## src/sv/lge_pkg.sv

```systemverilog
`timescale 1ns / 1ps
// ----------------------------------------------------------------------------
// lge_pkg
// Shared types, sizes and the B3/S23 cell rule for the life grid engine.
// ----------------------------------------------------------------------------
package lge_pkg;

  localparam int MAX_WIDTH  = 64;
  localparam int MAX_HEIGHT = 64;

  localparam int COL_W  = $clog2(MAX_WIDTH);
  localparam int ROW_W  = $clog2(MAX_HEIGHT);
  localparam int SIZE_W = 7;   // size registers, wide enough to hold the maxima
  localparam int CFG_W  = 7;
  localparam int GEN_W  = 32;

  // register indexes of the configuration port
  localparam logic CFG_WIDTH  = 1'b0;
  localparam logic CFG_HEIGHT = 1'b1;

  typedef logic [MAX_WIDTH-1:0] row_t;

  typedef enum logic [1:0] {
    OP_WRITE   = 2'd0,
    OP_ADVANCE = 2'd1,
    OP_READ    = 2'd2,
    OP_CLEAR   = 2'd3
  } op_e;

  typedef enum logic [2:0] {
    ST_IDLE,
    ST_CELL,
    ST_ADV_FIRST,
    ST_ADV_ROW,
    ST_FINISH
  } lge_state_e;

  // three neighboring rows around the row being computed
  typedef struct packed {
    row_t above;
    row_t center;
    row_t below;
  } lge_window_t;

  // map a written size onto 1..max
  function automatic logic [SIZE_W-1:0] clamp_size(input logic [CFG_W-1:0] v,
                                                   input logic [SIZE_W-1:0] max);
    logic [SIZE_W-1:0] r;
    r = SIZE_W'(v);
    if (v == '0) begin
      r = SIZE_W'(1);
    end else if (SIZE_W'(v) > max) begin
      r = max;
    end
    return r;
  endfunction

  // B3/S23: live with two or three neighbors, born with exactly three
  function automatic logic life_rule(input logic alive, input logic [3:0] n);
    logic r;
    r = (n == 4'd3) || (alive && (n == 4'd2));
    return r;
  endfunction

endpackage

```

## src/sv/lge_row_calc.sv

```systemverilog
`timescale 1ns / 1ps
// ----------------------------------------------------------------------------
// lge_row_calc
// One lane per column: counts the eight neighbors and applies the rule.
// ----------------------------------------------------------------------------
module lge_row_calc
  import lge_pkg::*;
(
  input  lge_window_t win_i,
  output row_t        row_o
);

  // pad with a dead column on each side so edge lanes see dead neighbors
  logic [MAX_WIDTH+1:0] above_ext;
  logic [MAX_WIDTH+1:0] center_ext;
  logic [MAX_WIDTH+1:0] below_ext;

  assign above_ext  = {1'b0, win_i.above, 1'b0};
  assign center_ext = {1'b0, win_i.center, 1'b0};
  assign below_ext  = {1'b0, win_i.below, 1'b0};

  always_comb begin
    logic [3:0] n;
    row_o = '0;
    for (int c = 0; c < MAX_WIDTH; c++) begin
      n = 4'(above_ext[c]) + 4'(above_ext[c+1]) + 4'(above_ext[c+2])
        + 4'(center_ext[c]) + 4'(center_ext[c+2])
        + 4'(below_ext[c]) + 4'(below_ext[c+1]) + 4'(below_ext[c+2]);
      row_o[c] = life_rule(win_i.center[c], n);
    end
  end

endmodule

```

## config.mk

```make
export PLATFORM = sky130hd
export DESIGN_NAME = lge_row_calc
export DESIGN_NICKNAME = d
export VERILOG_FILES = /design/src/sv/lge_pkg.sv /design/src/sv/lge_row_calc.sv
export SDC_FILE = /design/constraint.sdc
export NUM_CORES = 1
export LEC_CHECK = 0
export ABC_AREA = 1
export BUFFER_PORTS_ARGS = -buffer_cell sky130_fd_sc_hd__buf_2
export CAP_MARGIN = 20
export CORE_ASPECT_RATIO = 1.4
export CORE_MARGIN = 3
export CORE_UTILIZATION = 53
export DETAILED_ROUTE_END_ITERATION = 6
export PLACE_DENSITY_LB_ADDON = 0.2
export SLEW_MARGIN = 20
export SYNTH_ARGS = -nofsm -noshare
export SYNTH_HDL_FRONTEND = slang
export SYNTH_SLANG_ARGS = --single-unit
```

## constraint.sdc

```tcl
create_clock -name vclk -period 2.73
set_input_delay 0.1365 -clock vclk [all_inputs]
set_output_delay 0.1365 -clock vclk [all_outputs]
set_load 0.05 [all_outputs]
```

==> flow_summary.json, run 1 <==
{
  "ff_latch_area_sq_um": 0,
  "worstSetupPathType": "in -> out",
  "place_ws_ps": -526,
  "p_sw_share_pct": 58.0,
  "critPathMaxFanout": 2,
  "ys_warn_count": 0,
  "nClkBuffers": 0,
  "violations": "setup timing",
  "setup_viol": 62,
  "dp.final_hpwl_mm": 25.0,
  "power_uw": 9560,
  "post-route-drc-count": 0,
  "yosysMostFrequentCell": "inv_1",
  "dr.pass1.iters": 4,
  "vdd.ir_drop.worst_mv": 0.519,
  "yosysTopAreaCellShare_pct": 44.3,
  "timing.final.ws_setup_ps": -575,
  "grt_max_degree": 4,
  "p_int_uw": 4020,
  "die_h_um": 180,
  "cp-end-kind": "primary output",
  "grt_pass1_wl_mm": 51.3,
  "p_switching_uw": 5540,
  "area_growth_pct": 52.7,
  "worstPathArrival_ps": 3170,
  "yosysSeqAreaShare_pct": 0,
  "rsz0062_at_grt": "true",
  "avgSynthCellArea_sq_um": 7.90,
  "grt_usage_pct": 26.2,
  "wl_per_cell_um": 16.0,
  "row_count": 62,
  "vias": 10808,
  "drive_above_1_share_pct": 41.4,
  "tns_ps": -17810,
  "grt_pass1_vias": 12267,
  "chipWidth_um": 130,
  "antenna_found_initial": 6,
  "initial_core_util_pct": 54.8,
  "hold_viol_final": 0,
  "fin_crit_sh_pct": 121,
  "slew_violations": 0,
  "syn_area_sq_um": 11400,
  "power_frac_clock_pct": 0,
  "synth_area_leaders": "fa_1 (44%), ha_1 (21%), inv_1 (21%)",
  "fp.coreArea_sq_um": 20800,
  "finalCriticalPeriod_ps": 3310,
  "nFlopsAndLatches": 0,
  "yosysUniqueCellTypes": 10,
  "io_pins": 256,
  "pwr_density_cell_nw_per_um2": 549,
  "syn_inst": 1442,
  "nNetsFinal": 2530,
  "gp_congestion": 0.861,
  "yosys.area.top_type": "fa_1",
  "maxCapViolCount": 0,
  "pwr-share-comb_pct": 100.0,
  "relSlewSlack_pct": 82.0,
  "worst_path_most_repeated_cell": "fa_1",
  "seq_power_share_pct": 0,
  "min_path_type": "in -> out",
  "drtAntennaViolNets": 0,
  "num-fill-cells": 1077,
  "startpoint_type": "input pin",
  "die-area_sq_um": 23300,
  "vias_per_cell": 5.01,
  "syn_nets": 2074,
  "crit_path_cell_trace": "buf_8 -> inv_6 -> fa_1 -> fa_1 -> fa_1 -> inv_1 -> ha_2 -> fa_2 -> nand3_2 -> a21oi_4 -> buf_6",
  "status": "complete, but fails checks",
  "max_freq_ghz": 0.303,
  "tightest_slew_ps": 270,
  "max_stage_delay_ps": 610,
  "required_ps": 2590,
  "multiInputGateArea_sq_um": 10500,
  "fin_util_pct": 83.7,
  "leakage_uw": 0.00951,
  "first_iter_violations": 269,
  "io_buffers": 256,
  "grt_overflow_total": 0,
  "slowest_stage": "fa_1",
  "totalWireLength_mm": 34.6,
  "synthTopCellsByCount": "inv_1 (624), fa_1 (252), ha_1 (188)",
  "hold-worst-slack_ps": 799
}
-- power by group through the flow --
stage / combinational, uW / clock [uW] / sequential, uW
after global routing: 10400 / 0.000196 / 0
after CTS: 8940 / 0 / 0
final: 9560 / 0.000196 / 0
after global placement: 7660 / 0 / 0
after floorplan: 6130 / 0 / 0
after detailed placement: 8040 / 0 / 0
-- worst max-delay path, delay by kind of cell --
| family | cells | cell delay (ps) |
|---|---|---|
| AOI/OAI and AO/OA | 1 | 150 |
| adders and majority gates | 5 | 2370 |
| buffers and inverters | 4 | 410 |
| and+or+nand+nor | 1 | 90 |
-- repair_timing --
action / in CTS / in global routing
setup endpoints to repair: 62 / 62
cloned: 0 / 0
setup buffers: 13 / 15
pin swaps: 174 / 133
gates resized for setup: 415 / 148
hold buffers: 0 / 0
-- cells in the final DEF (no fill, tap or decap), types with 8 or more instances in the layout --
master	synthesis	layout
ha_2	0	27
buf_2	0	109
buf_6	0	81
buf_12	0	8
nand3_1	122	61
buf_4	0	195
buf_8	0	61
inv_6	0	9
fa_2	0	16
inv_2	0	74
ha_4	0	30
fa_1	252	236
a21oi_4	0	61
nand2_1	185	184
ha_1	188	131
inv_1	624	490
nand3_2	0	60
inv_4	0	50
-- routing by layer --
metal	vias to the layer above	GRT usage (%)	part of all wire, %
met2	392	52.3	57
met1	5252	26.6	32
li1	5006	-	-
met5	-	0	0.061
met4	4	9.23	5.6
met3	154	3.71	5.4
-- final timing paths --
path / startpoint / endpoint / slack [ps] / depth (start not counted)
worst max-delay path: win_i[56] / row_o[57] / -580 / 11
worst min-delay path: win_i[127] / row_o[63] / 800 / 4
-- area by class of cell --
| type | instances | share of cell area [%] |
|---|---|---|
| Inverter | 624 | 14.5 |
| Tap cell | 256 | 1.84 |
| Antenna cell | 4 | 0.0575 |
| Multi-Input combinational cell | 818 | 60.6 |
| Timing Repair Buffer | 454 | 23.0 |
-- per-stage QoR --
stage                     cells  instance area [sq um]
after floorplan            1442                  12400
after global placement     2124                  15400
after detailed placement   2124                  15400
after CTS                  2137                  16700
after global routing       2156                  17400
final                      2156                  17400
-- cells by family after synthesis --
group / after synthesis / share of synthesized area [%]
compound gates: 64 / 2.83
buf+inv: 624 / 20.6
fa+ha+maj: 440 / 64.9
simple gates: 314 / 11.7
Power figures use the tool's default switching activity.
==> run 2, diff against run 1 <==
--- a/config.mk
+++ b/config.mk
@@ -6,11 +6,13 @@
 export NUM_CORES = 1
 export LEC_CHECK = 0
 export ABC_AREA = 1
-export BUFFER_PORTS_ARGS = -buffer_cell sky130_fd_sc_hd__buf_2
+export BUFFER_PORTS_ARGS = -buffer_cell sky130_fd_sc_hd__buf_4
 export CAP_MARGIN = 20
+export CELL_PAD_IN_SITES_DETAIL_PLACEMENT = 2
+export CELL_PAD_IN_SITES_GLOBAL_PLACEMENT = 2
 export CORE_ASPECT_RATIO = 1.4
 export CORE_MARGIN = 3
-export CORE_UTILIZATION = 53
+export CORE_UTILIZATION = 33
 export DETAILED_ROUTE_END_ITERATION = 6
 export PLACE_DENSITY_LB_ADDON = 0.2
 export SLEW_MARGIN = 20
==> constraint.sdc (replaced) <==
create_clock -name vclk -period 3.6
set_input_delay 0.18 -clock vclk [all_inputs]
set_output_delay 0.18 -clock vclk [all_outputs]
set_load 0.05 [all_outputs]
==> run 2 against run 1 <==
Compared with the run above: the run now ends clean; critical path type unchanged; critical path depth stayed put; first-iteration DRC count is 56% lower; flip-flop and latch count stayed put; count of clock-buffer cells in the layout stayed put; largest cell class unchanged; largest power group unchanged; power is 44% lower; setup slack better by 820 ps; routed wire length is 9.6% lower; cell count is 0.60% lower; global-route usage is 8.7 points lower.
==> flow_summary.json, run 2 (synthesis gave the netlist of run 1 again) <==
{
  "nFlopsAndLatches": 0,
  "ff_latch_area_sq_um": 0,
  "antennaDiodeCount": 0,
  "totalWireLength_mm": 31.3,
  "pwr-share-comb_pct": 100.0,
  "setup_viol": 0,
  "antenna_found_initial": 0,
  "leakage_uw": 0.00835,
  "p_int_uw": 1990,
  "nNetsFinal": 2332,
  "status": "finished, final reports clean",
  "slowest_stage": "fa_1",
  "io_buffers": 256,
  "drtAntennaViolNets": 0,
  "grt_pass1_wl_mm": 53.8,
  "most-common-layout-cells": "inv_1 (624), buf_4 (256), fa_1 (252)",
  "finalCriticalPeriod_ps": 3350,
  "hold_viol_final": 0,
  "rsz0062_at_grt": "false",
  "tns_ps": 0,
  "grt_pass1_vias": 11816,
  "fin_util_pct": 41.3,
  "vias": 9588,
  "vias_per_cell": 4.47,
  "max_freq_ghz": 0.298,
  "row_count": 79,
  "die_h_um": 226,
  "relSlewSlack_pct": 80.0,
  "vdd.ir_drop.worst_mv": 0.210,
  "dr.pass1.iters": 4,
  "grt_overflow_total": 0,
  "finalInstanceArea_sq_um": 13900,
  "pwr_density_cell_nw_per_um2": 384,
  "slew_violations": 0,
  "maxCapViolCount": 0,
  "grt_max_degree": 4,
  "grt_usage_pct": 17.5,
  "worstPathArrival_ps": 3170,
  "place_area_sq_um": 13900,
  "required_ps": 3420,
  "first_iter_violations": 119,
  "worst_path_most_repeated_cell": "fa_1",
  "dp.final_hpwl_mm": 31.0,
  "crit_buf_inv": 4,
  "min_path_type": "in -> out",
  "final_common_cell": "inv_1",
  "crit_path_cell_trace": "buf_4 -> inv_1 -> fa_1 -> fa_1 -> fa_1 -> inv_1 -> ha_1 -> fa_1 -> nand3_1 -> a21oi_1 -> buf_4",
  "fin_crit_sh_pct": 93.2,
  "p_switching_uw": 3350,
  "wl_per_cell_um": 14.6,
  "power_frac_clock_pct": 0,
  "cts_resized": 0,
  "finalNonFillerCells": 2143,
  "place_ws_ps": 207,
  "worstSetupPathType": "in -> out",
  "chipWidth_um": 163,
  "gp_congestion": 0.817,
  "nClkBuffers": 0,
  "startpoint_type": "input pin",
  "tightest_slew_ps": 300,
  "post-route-drc-count": 0,
  "cts_hold_buf": 0,
  "initial_core_util_pct": 33.9,
  "seq_power_share_pct": 0,
  "drive_above_1_share_pct": 15.1,
  "post_cts_buffers": 0,
  "p_sw_share_pct": 62.8,
  "critPathMaxFanout": 3,
  "timing.final.ws_setup_ps": 245,
  "io_pins": 256,
  "fp.coreArea_sq_um": 33600,
  "dp_cells": 2143,
  "area_growth_pct": 21.8,
  "max_stage_delay_ps": 490,
  "die-area_sq_um": 36800,
  "cp-end-kind": "primary output",
  "critical-path-top-delay-family": "adder cells"
}
## run 2: cell types whose count changed in the layout (fill, tap and decap cells not counted), sizes merged
cell,delta
diode,-4
buf,-198
## run 2: layer usage
metal / wire length (um) / track usage, %
met1: 10600 / 17.6
met2: 18800 / 37.9
met3: 1650 / 2.86
met4: 228 / 1.12
met5: 0 / 0
## run 2: layout make-up
class / instances / area, sq um
multi-input cells: 818 / 9050
repair buffers: 256 / 1920
well taps: 445 / 557
fillers: 3972 / 19700
inverters: 624 / 2340
## run 2: final timing paths
check	from	end	slack [ps]	cells past startpoint
worst max-delay path	win_i[107]	row_o[44]	250	11
worst min-delay path	win_i[64]	row_o[0]	820	4
## run 2: power groups by stage
stage | Clock (uW) | Combinational (uW) | Sequential [uW]
after CTS | 0 | 5510 | 0
after global routing | 0 | 6150 | 0
after floorplan | 0 | 3780 | 0
after global placement | 0 | 5120 | 0
final | 0 | 5330 | 0
after detailed placement | 0 | 5470 | 0
## run 2: tightest hold or removal path: cells and delay by family
kind	cells	cell delay (ps)
AND/OR/NAND/NOR	1	90
buffers and inverters	2	300
AO/OA/AOI/OAI	1	70
## run 2: metrics by stage
| step | hold slack (ps) | total power (uW) |
|---|---|---|
| 3_5_place_dp | 826 | 5470 |
| 2_1_floorplan | 674 | 3780 |
| 4_1_cts | 834 | 5510 |
| 6_report | 821 | 5330 |
| 5_1_grt | 909 | 6150 |
| 3_3_place_gp | 821 | 5120 |
==> run 3, diff against run 2 <==
--- a/config.mk
+++ b/config.mk
@@ -5,14 +5,14 @@
 export SDC_FILE = /design/constraint.sdc
 export NUM_CORES = 1
 export LEC_CHECK = 0
-export ABC_AREA = 1
+export ABC_AREA = 0
 export BUFFER_PORTS_ARGS = -buffer_cell sky130_fd_sc_hd__buf_4
 export CAP_MARGIN = 20
 export CELL_PAD_IN_SITES_DETAIL_PLACEMENT = 2
 export CELL_PAD_IN_SITES_GLOBAL_PLACEMENT = 2
 export CORE_ASPECT_RATIO = 1.4
 export CORE_MARGIN = 3
-export CORE_UTILIZATION = 33
+export CORE_UTILIZATION = 37
 export DETAILED_ROUTE_END_ITERATION = 6
 export PLACE_DENSITY_LB_ADDON = 0.2
 export SLEW_MARGIN = 20
==> constraint.sdc (replaced) <==
create_clock -name vclk -period 3.96
set_input_delay 0.198 -clock vclk [all_inputs]
set_output_delay 0.198 -clock vclk [all_outputs]
set_load 0.05 [all_outputs]
==> run 3 against run 2 <==
Compared with the run above: first-iteration DRC count down 36%; flip-flop and latch count unchanged; cell count is 15% lower; largest cell class unchanged.
==> flow_summary.json, run 3 <==
{
  "status": "finished, final reports clean",
  "chipWidth_um": 150,
  "worstSetupPathType": "in -> out",
  "slew_violations": 0,
  "wl_met3_mm": 1.67,
  "critPathMaxFanout": 2,
  "crit_buf_inv": 4,
  "tns_ps": 0,
  "grt_usage_pct": 19.3,
  "yosysTopAreaCellShare_pct": 47.1,
  "leakage_uw": 0.00740,
  "num-fill-cells": 3263,
  "io_pins": 256,
  "syn_area_sq_um": 10700,
  "pwr_density_cell_nw_per_um2": 331,
  "drive_above_1_share_pct": 17.6,
  "final_common_cell": "inv_1",
  "required_ps": 3760,
  "fp.coreArea_sq_um": 28500,
  "vias": 8658,
  "yosysUniqueCellTypes": 14,
  "grt_overflow_total": 0,
  "totalWireLength_mm": 28.9,
  "hold_viol_final": 0,
  "rsz0062_at_grt": "false",
  "most-common-layout-cells": "inv_1 (441), buf_4 (256), fa_1 (252)",
  "startpoint_type": "input pin",
  "wl_met2_mm": 17.2,
  "vdd.ir_drop.worst_mv": 0.168,
  "drtAntennaViolNets": 0,
  "worstPathArrival_ps": 3260,
  "fin_util_pct": 46.0,
  "ff_latch_area_sq_um": 0,
  "cts_resized": 0,
  "critical-path-top-delay-family": "adder cells",
  "io_buffers": 256,
  "crit_path_cell_trace": "buf_4 -> inv_1 -> fa_1 -> fa_1 -> fa_1 -> inv_1 -> ha_1 -> fa_1 -> or2_0 -> a21oi_1 -> buf_4",
  "grt_pass1_vias": 10771,
  "area_growth_pct": 22.3,
  "antenna_found_initial": 0,
  "yosys.area.top_type": "fa_1",
  "yosysSeqAreaShare_pct": 0,
  "gp_congestion": 0.804,
  "row_count": 73,
  "yosysMostFrequentCell": "inv_1",
  "cts_hold_buf": 0,
  "ys_warn_count": 0,
  "first_iter_violations": 76,
  "min_path_type": "in -> out",
  "antennaDiodeCount": 0,
  "dp.final_hpwl_mm": 28.7,
  "max_freq_ghz": 0.289,
  "nFlopsAndLatches": 0,
  "finalCriticalPeriod_ps": 3460,
  "vias_per_cell": 4.74,
  "avgSynthCellArea_sq_um": 8.95,
  "grt_max_degree": 4,
  "post-route-drc-count": 0,
  "cp-end-kind": "primary output",
  "syn_nets": 1828,
  "wl_met1_mm": 9.75,
  "syn_inst": 1196,
  "synthTopCellsByCount": "inv_1 (441), fa_1 (252), ha_1 (188)",
  "synth_area_leaders": "fa_1 (47%), ha_1 (22%), inv_1 (15%)",
  "worst_path_most_repeated_cell": "fa_1",
  "max_stage_delay_ps": 560,
  "die_h_um": 207,
  "post_cts_buffers": 0,
  "dr.pass1.iters": 4,
  "maxCapViolCount": 0,
  "nClkBuffers": 0,
  "top_layer": "met4",
  "nNetsFinal": 2086,
  "fin_crit_sh_pct": 87.3,
  "grt_pass1_wl_mm": 49.9,
  "tightest_slew_ps": 251,
  "die-area_sq_um": 31000,
  "initial_core_util_pct": 37.6,
  "setup_viol": 0,
  "slowest_stage": "fa_1",
  "wl_per_cell_um": 15.8,
  "relSlewSlack_pct": 83.1
}
run 3: cell types whose count changed in the layout (fill, tap and decap cells not counted), sizes merged, moves of 59 or more:
cell	previous run	this run
o21ai	2	61
a21oi	61	122
or2	1	61
inv	624	441
nand3	122	61
nand2	185	1
run 3: cell type report:
| class | instances | area, sq um | share of cell area, % |
|---|---|---|---|
| timing repair buffer | 256 | 1920 | 14.7 |
| multi-input combinational | 755 | 9050 | 69.1 |
| inverter | 441 | 1660 | 12.6 |
| tap | 375 | 469 | 3.58 |
run 3: routing by layer:
layer	track usage [%]	vias to the layer above
li1	-	4098
met1	19.9	4383
met2	40.8	159
met3	3.47	18
met4	1.29	0
met5	0	-
run 3: metrics by stage:
| stage | total power (uW) | hold WS (ps) | setup WS, ps | instances | area (sq um) |
|---|---|---|---|---|---|
| finish | 4340 | 860 | 503 | 1827 | 13100 |
| global route | 4990 | 876 | 419 | 1827 | 13100 |
| CTS | 4470 | 867 | 491 | 1827 | 13100 |
| detailed placement | 4440 | 865 | 514 | 1827 | 13100 |
| global placement | 4130 | 831 | 630 | 1827 | 13100 |
| floorplan | 3030 | 666 | 455 | 1196 | 10700 |
run 3: cells by family after synthesis:
logic type                 synth area share (%)
AOI/OAI and AO/OA                          8.61
adders and majority gates                  69.1
buffers and inverters                      15.5
and+or+nand+nor                            6.84
run 3: power by group:
| group | switching (uW) | total, uW | leakage (uW) | internal, uW |
|---|---|---|---|---|
| clock network | 0 | 0 | 0 | 0 |
| logic | 2690 | 4340 | 0.00740 | 1650 |
| registers | 0 | 0 | 0 | 0 |
| total | 2690 | 4340 | 0.00740 | 1650 |
run 3: worst paths after layout:
check	startpoint	cells after the start	to	slack [ps]
setup / recovery	win_i[49]	11	row_o[50]	500
hold / removal	win_i[94]	4	row_o[30]	860
